--- config.mk ---
export PLATFORM = sky130hd
export DESIGN_NAME = length_prefixed_frame_deframer_flat
export DESIGN_NICKNAME = d
export VERILOG_FILES = /design/src/hdl/ldf_pkg.sv /design/src/hdl/ldf_if.sv /design/src/hdl/ldf_parser.sv /design/src/hdl/ldf_queue.sv /design/src/hdl/ldf_out_stage.sv /design/src/hdl/length_prefixed_frame_deframer.sv /design/src/flat_wrapper.sv
export SDC_FILE = /design/constraint.sdc
export NUM_CORES = 1
export LEC_CHECK = 0
export ABC_AREA = 1
export BUFFER_PORTS_ARGS = -buffer_cell sky130_fd_sc_hd__buf_2
export CORE_UTILIZATION = 55
export CTS_BUF_LIST = sky130_fd_sc_hd__clkbuf_16
export CTS_CLUSTER_SIZE = 20
export DETAILED_ROUTE_END_ITERATION = 8
export GPL_TIMING_DRIVEN = 0
export PLACE_DENSITY_LB_ADDON = 0.3
export SETUP_SLACK_MARGIN = 0.15
export SLEW_MARGIN = 40
export SYNTH_ARGS = -nofsm -noshare
export SYNTH_HDL_FRONTEND = slang
export SYNTH_HIERARCHICAL = 1
export SYNTH_SLANG_ARGS = --single-unit
export TNS_END_PERCENT = 50
--- constraint.sdc ---
create_clock -name clk_i -period 9.4 [get_ports clk_i]
set_input_delay 0 -clock clk_i [delete_from_list [all_inputs] [get_ports clk_i]]
set_output_delay 0 -clock clk_i [all_outputs]
set_load 0.01 [all_outputs]
--- src/hdl/ldf_pkg.sv ---
// Shared types and constants of the length-prefixed frame deframer.
// Depends on nothing; every other file of the block but ldf_if imports it.
package ldf_pkg;

  localparam int unsigned LENGTH_DIGITS      = 8;
  localparam int unsigned NAME_LENGTH_DIGITS = 4;

  localparam int unsigned LEN_W  = 27;
  localparam int unsigned NAME_W = 14;

  localparam logic [LEN_W-1:0]  LEN_CAP  = {LEN_W{1'b1}};
  localparam logic [NAME_W-1:0] NAME_CAP = {NAME_W{1'b1}};

  // Result kinds.
  localparam logic [2:0] KIND_LINE_BYTE  = 3'd0;
  localparam logic [2:0] KIND_NAME_BYTE  = 3'd1;
  localparam logic [2:0] KIND_IMAGE_BYTE = 3'd2;
  localparam logic [2:0] KIND_EMPTY_LINE = 3'd3;
  localparam logic [2:0] KIND_BAD_LENGTH = 3'd4;

  localparam logic [7:0] CHAR_L     = 8'h4C;
  localparam logic [7:0] CHAR_I     = 8'h49;
  localparam logic [7:0] CHAR_N     = 8'h4E;
  localparam logic [7:0] CHAR_M     = 8'h4D;
  localparam logic [7:0] CHAR_G     = 8'h47;
  localparam logic [7:0] CHAR_BAR   = 8'h7C;
  localparam logic [7:0] CHAR_ZERO  = 8'h30;
  localparam logic [7:0] CHAR_NINE  = 8'h39;

  typedef struct packed {
    logic [2:0] kind;
    logic [7:0] out_byte;
    logic       out_last;
  } ldf_result_t;

  // Expected header character at a given position of "LIN|" or "IMG|".
  function automatic logic [7:0] ldf_magic(input logic is_img, input logic [1:0] idx);
    logic [7:0] ch;
    unique case (idx)
      2'd0: ch = is_img ? CHAR_I : CHAR_L;
      2'd1: ch = is_img ? CHAR_M : CHAR_I;
      2'd2: ch = is_img ? CHAR_G : CHAR_N;
      default: ch = CHAR_BAR;
    endcase
    return ch;
  endfunction

endpackage

--- src/hdl/ldf_if.sv ---
// Valid/ready channel interfaces of the deframer: stream words in, results out.
// Depends on nothing.
interface ldf_in_if;
  logic       valid;
  logic       ready;
  logic       mode;
  logic [7:0] data_byte;
  logic       chunk_last;

  modport source (output valid, output mode, output data_byte, output chunk_last,
                  input ready);
  modport sink   (input valid, input mode, input data_byte, input chunk_last,
                  output ready);
endinterface

interface ldf_out_if;
  logic       valid;
  logic       ready;
  logic [2:0] kind;
  logic [7:0] out_byte;
  logic       out_last;

  modport source (output valid, output kind, output out_byte, output out_last,
                  input ready);
  modport sink   (input valid, input kind, input out_byte, input out_last,
                  output ready);
endinterface

--- src/hdl/ldf_parser.sv ---
// Front part of the deframer: header, length and payload state machine.
// Depends on ldf_pkg; feeds results into the queue.
module ldf_parser
  import ldf_pkg::*;
(
  input  logic        clk_i,
  input  logic        rst_ni,
  input  logic        fire_i,
  input  logic        mode_i,
  input  logic [7:0]  data_byte_i,
  input  logic        chunk_last_i,
  output logic        res_valid_o,
  output ldf_result_t res_o
);

  localparam logic [3:0] PH_WAIT      = 4'd0;
  localparam logic [3:0] PH_LIN_LEN   = 4'd1;
  localparam logic [3:0] PH_LIN_SEP   = 4'd2;
  localparam logic [3:0] PH_LIN_DATA  = 4'd3;
  localparam logic [3:0] PH_NAME_LEN  = 4'd4;
  localparam logic [3:0] PH_NAME_SEP  = 4'd5;
  localparam logic [3:0] PH_NAME_DATA = 4'd6;
  localparam logic [3:0] PH_NAME_END  = 4'd7;
  localparam logic [3:0] PH_IMG_LEN   = 4'd8;
  localparam logic [3:0] PH_IMG_SEP   = 4'd9;
  localparam logic [3:0] PH_IMG_DATA  = 4'd10;
  localparam logic [3:0] PH_DISCARD   = 4'd11;

  localparam logic [3:0] LEN_DIGITS_C  = 4'(LENGTH_DIGITS);
  localparam logic [3:0] NAME_DIGITS_C = 4'(NAME_LENGTH_DIGITS);

  logic [3:0]        phase_q, phase_d;
  logic [3:0]        pos_q, pos_d;
  logic              is_img_q, is_img_d;
  logic [LEN_W-1:0]  acc_q, acc_d;
  logic [LEN_W-1:0]  remain_q, remain_d;
  logic [NAME_W-1:0] name_rem_q, name_rem_d;

  logic [7:0]        b;
  logic              is_digit;
  logic [LEN_W+3:0]  prod;
  logic [LEN_W-1:0]  acc_next;
  logic [3:0]        pos_inc;
  logic [3:0]        ndigits;
  logic              need_nonzero;
  logic [3:0]        digit_next_phase;

  assign b        = data_byte_i;
  assign is_digit = (b >= CHAR_ZERO) && (b <= CHAR_NINE);
  // acc * 10 + digit, as two shifted copies and the digit value.
  assign prod     = {1'b0, acc_q, 3'b000} + {3'b000, acc_q, 1'b0} + {27'd0, b[3:0]};
  assign acc_next = (prod > {4'd0, LEN_CAP}) ? LEN_CAP : prod[LEN_W-1:0];
  assign pos_inc  = pos_q + 4'd1;

  always_comb begin
    unique case (phase_q)
      PH_NAME_LEN: begin
        ndigits = NAME_DIGITS_C; need_nonzero = 1'b1; digit_next_phase = PH_NAME_SEP;
      end
      PH_IMG_LEN: begin
        ndigits = LEN_DIGITS_C; need_nonzero = 1'b1; digit_next_phase = PH_IMG_SEP;
      end
      default: begin
        ndigits = LEN_DIGITS_C; need_nonzero = 1'b0; digit_next_phase = PH_LIN_SEP;
      end
    endcase
  end

  always_comb begin
    phase_d     = phase_q;
    pos_d       = pos_q;
    is_img_d    = is_img_q;
    acc_d       = acc_q;
    remain_d    = remain_q;
    name_rem_d  = name_rem_q;
    res_valid_o = 1'b0;
    res_o       = '0;

    if (fire_i) begin
      if (mode_i) begin
        phase_d    = PH_WAIT;
        pos_d      = '0;
        is_img_d   = 1'b0;
        acc_d      = '0;
        remain_d   = '0;
        name_rem_d = '0;
      end else begin
        unique case (phase_q)
          PH_LIN_LEN, PH_NAME_LEN, PH_IMG_LEN: begin
            if (!is_digit) begin
              phase_d     = chunk_last_i ? PH_WAIT : PH_DISCARD;
              pos_d       = '0;
              acc_d       = '0;
              res_valid_o = 1'b1;
              res_o.kind  = KIND_BAD_LENGTH;
            end else begin
              acc_d = acc_next;
              pos_d = pos_inc;
              if (pos_inc >= ndigits) begin
                pos_d = '0;
                if (need_nonzero && (acc_next == '0)) begin
                  phase_d     = chunk_last_i ? PH_WAIT : PH_DISCARD;
                  acc_d       = '0;
                  res_valid_o = 1'b1;
                  res_o.kind  = KIND_BAD_LENGTH;
                end else begin
                  phase_d = digit_next_phase;
                end
              end
            end
          end
          PH_LIN_SEP: begin
            remain_d = acc_q;
            acc_d    = '0;
            if (acc_q == '0) begin
              phase_d     = PH_WAIT;
              res_valid_o = 1'b1;
              res_o.kind  = KIND_EMPTY_LINE;
            end else begin
              phase_d = PH_LIN_DATA;
            end
          end
          PH_LIN_DATA, PH_IMG_DATA: begin
            res_valid_o    = 1'b1;
            res_o.kind     = (phase_q == PH_IMG_DATA) ? KIND_IMAGE_BYTE : KIND_LINE_BYTE;
            res_o.out_byte = b;
            res_o.out_last = (remain_q <= LEN_W'(1));
            if (remain_q <= LEN_W'(1)) begin
              remain_d = '0;
              phase_d  = PH_WAIT;
            end else begin
              remain_d = remain_q - LEN_W'(1);
            end
          end
          PH_NAME_SEP: begin
            name_rem_d = (acc_q > {13'd0, NAME_CAP}) ? NAME_CAP : acc_q[NAME_W-1:0];
            acc_d      = '0;
            phase_d    = PH_NAME_DATA;
          end
          PH_NAME_DATA: begin
            res_valid_o    = 1'b1;
            res_o.kind     = KIND_NAME_BYTE;
            res_o.out_byte = b;
            res_o.out_last = (name_rem_q <= NAME_W'(1));
            if (name_rem_q <= NAME_W'(1)) begin
              name_rem_d = '0;
              phase_d    = PH_NAME_END;
            end else begin
              name_rem_d = name_rem_q - NAME_W'(1);
            end
          end
          PH_NAME_END: begin
            phase_d = PH_IMG_LEN;
          end
          PH_IMG_SEP: begin
            remain_d = acc_q;
            acc_d    = '0;
            phase_d  = PH_IMG_DATA;
          end
          PH_DISCARD: begin
            if (chunk_last_i) begin
              phase_d = PH_WAIT;
              pos_d   = '0;
            end
          end
          PH_WAIT: begin
            if (pos_q == 4'd0) begin
              if ((b == CHAR_L) || (b == CHAR_I)) begin
                is_img_d = (b == CHAR_I);
                pos_d    = 4'd1;
              end else begin
                phase_d = chunk_last_i ? PH_WAIT : PH_DISCARD;
                pos_d   = '0;
                acc_d   = '0;
              end
            end else if ((pos_q > 4'd3) || (ldf_magic(is_img_q, pos_q[1:0]) != b)) begin
              phase_d = chunk_last_i ? PH_WAIT : PH_DISCARD;
              pos_d   = '0;
              acc_d   = '0;
            end else if (pos_q == 4'd3) begin
              pos_d   = '0;
              acc_d   = '0;
              phase_d = is_img_q ? PH_NAME_LEN : PH_LIN_LEN;
            end else begin
              pos_d = pos_inc;
            end
          end
          default: begin
            phase_d = PH_WAIT;
            pos_d   = '0;
          end
        endcase
      end
    end
  end

  always_ff @(posedge clk_i or negedge rst_ni) begin
    if (!rst_ni) begin
      phase_q    <= PH_WAIT;
      pos_q      <= '0;
      is_img_q   <= 1'b0;
      acc_q      <= '0;
      remain_q   <= '0;
      name_rem_q <= '0;
    end else begin
      phase_q    <= phase_d;
      pos_q      <= pos_d;
      is_img_q   <= is_img_d;
      acc_q      <= acc_d;
      remain_q   <= remain_d;
      name_rem_q <= name_rem_d;
    end
  end

  // A data phase is only entered with a nonzero count still due.
  assert property (@(posedge clk_i) disable iff (!rst_ni)
    (phase_q == PH_LIN_DATA || phase_q == PH_IMG_DATA) |-> (remain_q != '0))
    else $error("data phase with no bytes remaining");

  assert property (@(posedge clk_i) disable iff (!rst_ni)
    (phase_q == PH_NAME_DATA) |-> (name_rem_q != '0))
    else $error("filename phase with no bytes remaining");

  assert property (@(posedge clk_i) disable iff (!rst_ni)
    (fire_i && mode_i) |=> (phase_q == PH_WAIT && pos_q == 4'd0 && acc_q == '0))
    else $error("abort did not return the parser to header wait");

endmodule

--- src/hdl/ldf_queue.sv ---
// Short result queue between the parser and the output stage.
// Depends on ldf_pkg for the result type.
module ldf_queue
  import ldf_pkg::*;
#(
  parameter int unsigned DEPTH = 2
) (
  input  logic        clk_i,
  input  logic        rst_ni,
  input  logic        push_i,
  input  ldf_result_t push_data_i,
  output logic        full_o,
  output logic        pop_valid_o,
  input  logic        pop_i,
  output ldf_result_t pop_data_o
);

  localparam int unsigned PTR_W = (DEPTH > 1) ? $clog2(DEPTH) : 1;
  localparam int unsigned CNT_W = $clog2(DEPTH + 1);
  localparam logic [PTR_W-1:0] LAST_PTR = PTR_W'(DEPTH - 1);
  localparam logic [CNT_W-1:0] DEPTH_C  = CNT_W'(DEPTH);

  ldf_result_t      slot_q [DEPTH];
  logic [PTR_W-1:0] wr_ptr_q, wr_ptr_d;
  logic [PTR_W-1:0] rd_ptr_q, rd_ptr_d;
  logic [CNT_W-1:0] count_q, count_d;
  logic             do_pop;

  assign full_o      = (count_q == DEPTH_C);
  assign pop_valid_o = (count_q != '0);
  assign pop_data_o  = slot_q[rd_ptr_q];
  assign do_pop      = pop_i && pop_valid_o;

  always_comb begin
    wr_ptr_d = wr_ptr_q;
    rd_ptr_d = rd_ptr_q;
    count_d  = count_q;
    if (push_i) begin
      wr_ptr_d = (wr_ptr_q == LAST_PTR) ? '0 : wr_ptr_q + PTR_W'(1);
    end
    if (do_pop) begin
      rd_ptr_d = (rd_ptr_q == LAST_PTR) ? '0 : rd_ptr_q + PTR_W'(1);
    end
    if (push_i && !do_pop) begin
      count_d = count_q + CNT_W'(1);
    end else if (!push_i && do_pop) begin
      count_d = count_q - CNT_W'(1);
    end
  end

  always_ff @(posedge clk_i or negedge rst_ni) begin
    if (!rst_ni) begin
      wr_ptr_q <= '0;
      rd_ptr_q <= '0;
      count_q  <= '0;
    end else begin
      wr_ptr_q <= wr_ptr_d;
      rd_ptr_q <= rd_ptr_d;
      count_q  <= count_d;
    end
  end

  always_ff @(posedge clk_i) begin
    if (push_i) begin
      slot_q[wr_ptr_q] <= push_data_i;
    end
  end

  assert property (@(posedge clk_i) disable iff (!rst_ni) count_q <= DEPTH_C)
    else $error("queue count above depth");

  assert property (@(posedge clk_i) disable iff (!rst_ni) full_o |-> !push_i)
    else $error("push into a full queue");

endmodule

--- src/hdl/ldf_out_stage.sv ---
// Back part of the deframer: output register that drives the result channel.
// Depends on ldf_pkg and the ldf_out_if interface.
module ldf_out_stage
  import ldf_pkg::*;
(
  input  logic        clk_i,
  input  logic        rst_ni,
  input  logic        pop_valid_i,
  input  ldf_result_t pop_data_i,
  output logic        pop_o,
  ldf_out_if.source   out_o
);

  logic        valid_q, valid_d;
  ldf_result_t data_q;

  // The register reloads when the queue has a word and it is empty or its word is being taken.
  assign pop_o   = pop_valid_i && (!valid_q || out_o.ready);
  assign valid_d = pop_o ? 1'b1 : (out_o.ready ? 1'b0 : valid_q);

  always_ff @(posedge clk_i or negedge rst_ni) begin
    if (!rst_ni) begin
      valid_q <= 1'b0;
    end else begin
      valid_q <= valid_d;
    end
  end

  always_ff @(posedge clk_i) begin
    if (pop_o) begin
      data_q <= pop_data_i;
    end
  end

  assign out_o.valid    = valid_q;
  assign out_o.kind     = data_q.kind;
  assign out_o.out_byte = data_q.out_byte;
  assign out_o.out_last = data_q.out_last;

endmodule

--- src/hdl/length_prefixed_frame_deframer.sv ---
// Channel | Dir | Word fields                     | Accepted when
// in_i    | in  | mode, data_byte, chunk_last     | in_i.valid && in_i.ready
// out_o   | out | kind, out_byte, out_last        | out_o.valid && out_o.ready
//
// One stream word per cycle while in_i.ready is high, which drops only while the
// QUEUE_DEPTH-entry result queue is full. The parser updates state and counters
// in the cycle a word is accepted; results pass the queue, then output stage.
// Reset (rst_ni low, asynchronous) returns the parser to waiting for a header.
// Top level of the deframer; depends on ldf_pkg, ldf_if and the ldf_* modules.
module length_prefixed_frame_deframer
  import ldf_pkg::*;
#(
  parameter int unsigned QUEUE_DEPTH = 2
) (
  input  logic      clk_i,
  input  logic      rst_ni,
  ldf_in_if.sink    in_i,
  ldf_out_if.source out_o
);

  logic        fire;
  logic        full;
  logic        res_valid;
  ldf_result_t res;
  logic        pop_valid;
  logic        pop;
  ldf_result_t pop_data;

  assign in_i.ready = !full;
  assign fire       = in_i.valid && !full;

  ldf_parser u_parser (
    .clk_i        (clk_i),
    .rst_ni       (rst_ni),
    .fire_i       (fire),
    .mode_i       (in_i.mode),
    .data_byte_i  (in_i.data_byte),
    .chunk_last_i (in_i.chunk_last),
    .res_valid_o  (res_valid),
    .res_o        (res)
  );

  ldf_queue #(
    .DEPTH (QUEUE_DEPTH)
  ) u_queue (
    .clk_i       (clk_i),
    .rst_ni      (rst_ni),
    .push_i      (res_valid),
    .push_data_i (res),
    .full_o      (full),
    .pop_valid_o (pop_valid),
    .pop_i       (pop),
    .pop_data_o  (pop_data)
  );

  ldf_out_stage u_out_stage (
    .clk_i       (clk_i),
    .rst_ni      (rst_ni),
    .pop_valid_i (pop_valid),
    .pop_data_i  (pop_data),
    .pop_o       (pop),
    .out_o       (out_o)
  );

endmodule

--- src/flat_wrapper.sv ---
// flat-port wrapper written by rule: the top's interface ports become plain ports
module length_prefixed_frame_deframer_flat import ldf_pkg::*;
#(
  parameter int unsigned QUEUE_DEPTH = 2
)
  (clk_i, rst_ni, in_i_valid, in_i_mode, in_i_data_byte, in_i_chunk_last, in_i_ready, out_o_valid, out_o_kind, out_o_out_byte, out_o_out_last, out_o_ready);
  ldf_in_if in_i_i ();
  ldf_out_if out_o_i ();
  input  logic clk_i;
  input  logic rst_ni;
  input wire logic [$bits(in_i_i.valid)-1:0] in_i_valid;
  input wire logic [$bits(in_i_i.mode)-1:0] in_i_mode;
  input wire logic [$bits(in_i_i.data_byte)-1:0] in_i_data_byte;
  input wire logic [$bits(in_i_i.chunk_last)-1:0] in_i_chunk_last;
  output wire logic [$bits(in_i_i.ready)-1:0] in_i_ready;
  output wire logic [$bits(out_o_i.valid)-1:0] out_o_valid;
  output wire logic [$bits(out_o_i.kind)-1:0] out_o_kind;
  output wire logic [$bits(out_o_i.out_byte)-1:0] out_o_out_byte;
  output wire logic [$bits(out_o_i.out_last)-1:0] out_o_out_last;
  input wire logic [$bits(out_o_i.ready)-1:0] out_o_ready;
  assign in_i_i.valid = in_i_valid;
  assign in_i_i.mode = in_i_mode;
  assign in_i_i.data_byte = in_i_data_byte;
  assign in_i_i.chunk_last = in_i_chunk_last;
  assign in_i_ready = in_i_i.ready;
  assign out_o_valid = out_o_i.valid;
  assign out_o_kind = out_o_i.kind;
  assign out_o_out_byte = out_o_i.out_byte;
  assign out_o_out_last = out_o_i.out_last;
  assign out_o_i.ready = out_o_ready;
  length_prefixed_frame_deframer #(.QUEUE_DEPTH(QUEUE_DEPTH)) u_core (.clk_i(clk_i), .rst_ni(rst_ni), .in_i(in_i_i), .out_o(out_o_i));
endmodule
# Word-level counts from Yosys, hierarchy flattened
# Memories as Yosys holds them, arrays and structs flattened. A register that Yosys moved wholly into a read port is not among the register bits.
# Index checks and enable logic that the tools add are counted.
dict set report word_totals {
  word_cells 173
  register_bits 82
  n_memories 1
  inputBits 14
  latch_bits 0
  ram_bits 24
  romBits 0
}
dict set report op_classes {
  shift 0
  n_mux 79
  multipliers 0
  div 0
  bitwise 0
  n_lt_le_gt_ge 8
  reduce_logical 41
  n_addsub 9
  n_eq_ne 25
}
# name depth width read_ports rd_ports_with_merged_regs wr line_no
set mem_list {}
lappend mem_list {u_core.u_queue.slot_q 2 12 1 1 1 ldf_queue.sv:23} ;# ldf_result_t slot_q [DEPTH];
# operator n
set ops {}
lappend ops {{27-bit 2-to-1 mux} 11}
lappend ops {{27-bit case mux with 3 select lines} 1}
lappend ops {{4-bit 2-to-1 mux} 20}
lappend ops {{27-bit zero test} 2}
lappend ops {{27-bit case mux with 2 select lines} 1}
lappend ops {{14-bit 2-to-1 mux} 3}
lappend ops {{4-bit case mux with 9 select lines} 1}
lappend ops {{8-bit 2-to-1 mux} 4}
lappend ops {{30-bit by 28-bit adder with 31-bit output} 1}
lappend ops {{31-bit by 4-bit adder with 31-bit output} 1}
lappend ops {{31-bit by 27-bit greater-than comparator with 1-bit output, second input constant} 1}
lappend ops {{14-bit case mux with 2 select lines} 1}
lappend ops {{27-bit by 14-bit greater-than comparator with 1-bit output, second input constant} 1}
lappend ops {{27-bit by 1-bit <= comparator with 1-bit output, second input constant} 1}
lappend ops {{27-bit by 1-bit subtractor with 27-bit output, second input constant} 1}
lappend ops {{12-bit 2-to-1 mux} 2}
lappend ops {{1-bit 2-to-1 mux} 18}
lappend ops {{3-bit 2-to-1 mux} 6}
lappend ops {{6-bit case mux with 3 select lines} 1}
lappend ops {{9-bit case mux with 2 select lines} 1}
lappend ops {{4-bit by 3-bit == test with 1-bit output, second input constant} 4}
lappend ops {{4-bit == test, second input constant} 4}
lappend ops {{8-bit by 7-bit == test with 1-bit output, second input constant} 2}
lappend ops {{4-bit case mux with 4 select lines} 1}
lappend ops {{38 further kinds} 73}

# Depth between registers and ports, before layout
dict set report logic_depth {
  word_depth 16
  depth_mapped 28
  ltp_nobuf 28
}

# Modules after synthesis
# The synthesis kept the hierarchy.
# mod n_inst area_per_inst_um2 cells_each seq_area_each_um2
set by_module_without_submodules {}
lappend by_module_without_submodules {ldf_parser 1 7925.1 1199 1926.8}
lappend by_module_without_submodules {ldf_queue 1 1093.5 90 820.8}
lappend by_module_without_submodules {ldf_out_stage 1 409.1 18 385.4}
lappend by_module_without_submodules {length_prefixed_frame_deframer 1 13.8 3 0.0}

# Worst setup path after synthesis
# Ideal clock, no wire load.
dict set report synth_path {
  kind {reg-to-reg}
  from {register u_core.u_parser.acc_q[0]}
  to {memory u_core/u_queue/slot_q[0][0] in the netlist's numbering (enable)}
  period_less_slack_ns 4.028
  setup_ns 0.380
  t_arrival_ns 3.647
  setup_slack_ns 5.372
  path_buffers 0
  stages_incl_launch_ff 22
  cell_sequence {dfrtp_1 inv_1 fa_1 inv_1 fa_1 nand3_1 nand2_1 nand3_1 nand3_1 nand3_1 inv_1 nor2_1 nand3_4 nor2_8 nand3_2 inv_2 nand2_2 o21ai_1 nand2_1 a21boi_1 inv_1 nor2_1}
}
dict set report synth_via {
  elab_chain_len 14
  word_cells_on_any_way 16
  cone_classes {add/sub (2); order compare (1); mux (10); reduce/logical (3)}
}
# element line_no
set synth_lines {}
lappend synth_lines {{start, declared} ldf_parser.sv:35} ;# logic [LEN_W-1:0] acc_q, acc_d;
lappend synth_lines {{start signal, assigned} ldf_parser.sv:202} ;# acc_q <= '0;
lappend synth_lines {{start signal, assigned} ldf_parser.sv:209} ;# acc_q <= acc_d;
lappend synth_lines {{30-bit by 28-bit adder with 31-bit output} ldf_parser.sv:51} ;# assign prod = {1'b0, acc_q, 3'b000} + {3'b000, acc_q, 1'b0} + {27'd0, b[3:0]};
lappend synth_lines {{31-bit by 4-bit adder with 31-bit output} ldf_parser.sv:51}
lappend synth_lines {{31-bit by 27-bit greater-than comparator with 1-bit output} ldf_parser.sv:52} ;# assign acc_next = (prod > {4'd0, LEN_CAP}) ? LEN_CAP : prod[LEN_W-1:0];
lappend synth_lines {{27-bit 2-to-1 mux} ldf_parser.sv:52}
lappend synth_lines {{27-bit zero test} ldf_parser.sv:101} ;# if (need_nonzero && (acc_next == '0)) begin
lappend synth_lines {{1-bit logical AND} ldf_parser.sv:101}
lappend synth_lines {{1-bit 2-to-1 mux} ldf_parser.sv:101}
lappend synth_lines {{1-bit 2-to-1 mux} ldf_parser.sv:99} ;# if (pos_inc >= ndigits) begin
lappend synth_lines {{1-bit 2-to-1 mux} ldf_parser.sv:90} ;# if (!is_digit) begin
lappend synth_lines {{1-bit case mux with 3 select lines (*)} ldf_parser.sv:88} ;# unique case (phase_q)
lappend synth_lines {{1-bit 2-to-1 mux (*)} ldf_parser.sv:80} ;# if (mode_i) begin
lappend synth_lines {{1-bit 2-to-1 mux (*)} ldf_parser.sv:79} ;# if (fire_i) begin
lappend synth_lines {{net u_core.res_valid} length_prefixed_frame_deframer.sv:23} ;# logic res_valid;
lappend synth_lines {{1-bit 2-to-1 mux (*)} ldf_queue.sv:64} ;# if (push_i) begin
lappend synth_lines {{1-bit 2-to-1 mux (not written as such) (*)} ldf_queue.sv:65} ;# slot_q[wr_ptr_q] <= push_data_i;
lappend synth_lines {{end, declared} ldf_queue.sv:23}
# Mark *: on every way through the listed nets, which the timed path passes. The rest lies on a longest branch.

# Final worst setup path
dict set report layout_path {
  from {register u_core.u_parser.acc_q[0]}
  to {memory u_core/u_queue/slot_q[0][2] in the netlist's numbering (enable)}
}
# The elaborated chain is that of the path after synthesis.

==> summary.md <==
| Metric | Value |
|---|---|
| Status | finished, final reports clean |
| Register area share after synthesis | 0.332 |
| Wire length per cell | 15.5 microns |
| Unrepaired setup endpoints after global routing | false |
| Final setup viols | 0 |
| R2r worst-path depth | 21 |
| Global placement routability congestion | 1.03 |
| Routed WL | 24700 microns |
| Worst EP required | 9.45 ns |
| Tightest Pin Transition | 0.766 ns |
| Core ar. | 16700 sq um |
| Critical Path Start Type | flip-flop |
| Worst r2r dst | u_core/u_queue/slot_q[0][2] |
| Via count | 8962 |
| CTS tree | yes |
| H-tree levels | 4 |
| Clk pwr share | 0.275 |
| Iter 0 DRT Violations | 768 |
| Diode count | 0 |
| Placement Rows | 47 |
| Hold Path Depth | 3 |
| Reg power frac | 0.308 |
| Detailed placement HPWL | 19000 microns |
| Final #Nets | 1440 |
| Post-DRT Antenna Nets | 0 |
| #FFs+latches synth | 118 |
| CTS Root Cell | clkbuf_16 |
| Critical Path End Type | flip-flop |
| Layout cells sized above 1 | 0.108 |
| Grt total ovfl | 0 |
| Post-CTS setup buffers | 0 |
| Power Total | 2.26 mW |
| Clock skew | 0.00701 ns |
| Yosys top cell area share | 0.217 |
| Part of the cycle the worst path needs | 0.529 |
| Leak | 5.15 nW |
| First-pass GRT wire length | 40500 microns |
| Normalized max-slew margin | 0.489 |
| Post-Syn Nets | 1390 |
| Power density cells | 215 nW/um^2 |
| Maximum fanout along the worst path | 12 |
| CP Class | flip-flop to flip-flop |
| Hold Crit Class | primary input to flip-flop |
| Post-synth cell types | 58 |
| Syn-to-layout area delta | 11.2% |
| # IOs | 28 |
| Clock sink count | 118 |
| Synth Warn # | 6 |
| Clock Tree Buf Depth | 2 |
| Post-route minimum period | 4.97 ns |
| Fmax | 201 MHz |
| Vias in the first global route | 8266 |
| Clk pin slew, worst setup/hold paths | 0.06 ns |
| Reg-to-Reg Start | u_core/u_parser/acc_q[0] |
| Post-route DRC | 0 |
| Starting Density | 0.565 |
| Final Hold Fails | 0 |
| TritonRoute pass-1 iters | 5 |
| Worst-Skew Late Latency | 0.42 ns |
| Number of max-cap violations | 0 |
| Hold Crit Start | in_i_data_byte[6] |
| Max-slew violations | 0 |
| Primary FF master, synth | dfrtp_1 |
| Switch share | 0.428 |
| P_sw | 0.967 mW |
| PortBufs | 26 |
| Mapped Area | 9440 sq um |
| Initial antenna violation count | 0 |
| Die height | 133 microns |
| Syn avg cell area | 7.21 sq um |
| Largest cells by area after synthesis | dfrtp_1, nand2_1, edfxtp_1, ha_1, inv_1 |
| Peak supply drop | 152 uV |
| Gr usage total | 0.289 |
| Die area | 17700 sq um |
| Combinational share of power | 0.417 |
| Number of synthesized flops with an enable pin | 36 |
| Final core occ | 0.629 |
| Reg2reg setup slack | 4.43 ns |
| Post-Syn Instances | 1310 |
| Largest net degree at the start of global routing | 51 |
| TNS Setup | 0 ns |
| Arr. time, crit path | 5.02 ns |
| WHS Endpoint | u_core/u_queue/slot_q[1][7] |
| Vias per inst | 5.63 |
| Die Wd | 133 microns |
| Area leader, netlist | dfrtp_1 |
| CTS buffer count | 17 |
| Internal power | 1.29 mW |
| Worst hold slack | 0.0184 ns |
| Ys async rst share | 0.695 |
## metrics by stage
stage               cell area [sq um]  setup WS, ns  instances
finish                          10500          4.43       1593
global route                    10500          4.14       1593
CTS                             10500          4.54       1593
detailed placement               9880          4.63       1557
global placement                 9850          4.41       1556
floorplan                        9440          5.37       1310
## cell families after synthesis
logic type,count (synthesis),synth area share
AND/OR/NAND/NOR,630,0.298
AO/OA/AOI/OAI,233,0.153
buffers and inverters,223,0.0908
flip-flops,118,0.332
adder cells (fa/ha/maj),66,0.0891
XOR/XNOR,40,0.0379
## cells in the final DEF, fill, tap and decap left out, types with 7 or more instances in the layout
cell type and n:
nor2_1 139, clkbuf_16 17, nand2_1 316, buf_2 32, nor3_1 18, o21ai_0 46, nor4_1 9, inv_2 24
edfxtp_1 36, dfrtp_1 82, clkbuf_1 18, nand2_2 15, xor2_1 33, nand4_1 14, ha_1 64, inv_1 168
a21oi_1 69, nor2_2 12, a21boi_0 7, nand3_1 79, o22ai_1 23, o2111ai_1 10, o21ai_1 31, o32ai_1 15
nand3b_1 7
## synthesized netlist by cell type (4+ instances only)
cell,number
a21boi_0,7
a21oi_1,69
a21oi_2,4
a22oi_1,5
buf_2,7
clkbuf_1,18
dfrtp_1,82
edfxtp_1,36
ha_1,64
inv_1,168
inv_2,24
nand2_1,316
nand2_2,15
nand3_1,79
nand3_2,6
nand3b_1,7
nand4_1,14
nor2_1,140
nor2_2,11
nor3_1,18
nor3_2,4
nor4_1,9
o2111ai_1,10
o21ai_0,46
o21ai_1,31
o21bai_1,4
o22ai_1,23
o32ai_1,15
xnor2_1,6
xor2_1,33
## timing repair
item	in CTS	in global routing
hold buffers	4	0
endpoints found under the setup margin	0	0
gates resized for setup	0	0
hold endpoints to repair	86	0
## flip-flops by register name, indices dropped and copies added, names as in the netlist
| register | count |
|---|---|
| u_core/u_out_stage/out_o.kind | 3 |
| u_core/u_out_stage/out_o.out_byte | 8 |
| u_core/u_out_stage/out_o.out_last | 1 |
| u_core/u_out_stage/out_o.valid | 1 |
| u_core/u_parser/acc_q | 27 |
| u_core/u_parser/is_img_q | 1 |
| u_core/u_parser/name_rem_q | 14 |
| u_core/u_parser/phase_q | 4 |
| u_core/u_parser/pos_q | 4 |
| u_core/u_parser/remain_q | 27 |
| u_core/u_queue/count_q | 2 |
| u_core/u_queue/rd_ptr_q | 1 |
| u_core/u_queue/slot_q | 24 |
| u_core/u_queue/wr_ptr_q | 1 |
## worst max-delay path, stage by stage (launching register included)
cell and delay [ns]:
dfrtp_1 0.49, inv_1 0.18, fa_1 0.54, inv_1 0.07, fa_1 0.49, nand3_1 0.13
nand2_1 0.11, nand3_1 0.11, nand3_1 0.19, nand3_1 0.12, inv_1 0.04, nor2_1 0.18
nand3_4 0.12, nor2_8 0.22, nand3_2 0.09, inv_2 0.09, nand2_2 0.08, o21ai_1 0.17
nand2_1 0.14, a21boi_1 0.42, inv_1 0.10, nor2_2 0.52
## area by class of cell
class,instances,area (sq um)
Inverter,194,728
Multi-Input combinational cell,969,5450
Clock inverter,15,153
Clock buffer,17,425
Sequential cell,118,3130
Fill cell,1491,6200
Timing Repair Buffer,31,204
Tap cell,220,275
Buffer,29,129
## power groups by stage
stage / sequential, mW / combinational [mW] / clock (mW)
detailed placement: 0.701 / 0.912 / 0
finish: 0.695 / 0.942 / 0.622
floorplan: 0.705 / 0.686 / 0
CTS: 0.694 / 0.925 / 0.627
global placement: 0.698 / 0.895 / 0
global route: 0.706 / 1.04 / 0.651
## layer usage
| metal | wire (microns) | GRT usage | vias to the layer above |
|---|---|---|---|
| met3 | 1620 | 0.0517 | 36 |
| met5 | 0 | 0 | - |
| li1 | - | - | 4466 |
| met1 | 11700 | 0.414 | 4149 |
| met4 | 429 | 0.0805 | 0 |
| met2 | 11000 | 0.448 | 311 |
## worst max path at each step
| stage | from | endpoint | slack [ns] |
|---|---|---|---|
| after floorplan | u_core/u_parser/acc_q[0] | u_core/u_queue/slot_q[0][0] | 5.37 |
| after global placement | u_core/u_parser/acc_q[0] | u_core/u_queue/slot_q[0][2] | 4.41 |
| after CTS | u_core/u_parser/acc_q[0] | u_core/u_queue/slot_q[0][8] | 4.54 |
| after detailed placement | u_core/u_parser/acc_q[0] | u_core/u_queue/slot_q[0][8] | 4.63 |
| after global routing | u_core/u_parser/acc_q[0] | u_core/u_queue/slot_q[0][2] | 4.14 |
| final | u_core/u_parser/acc_q[0] | u_core/u_queue/slot_q[0][2] | 4.43 |
No activity file was read; power rests on OpenSTA's default activity.
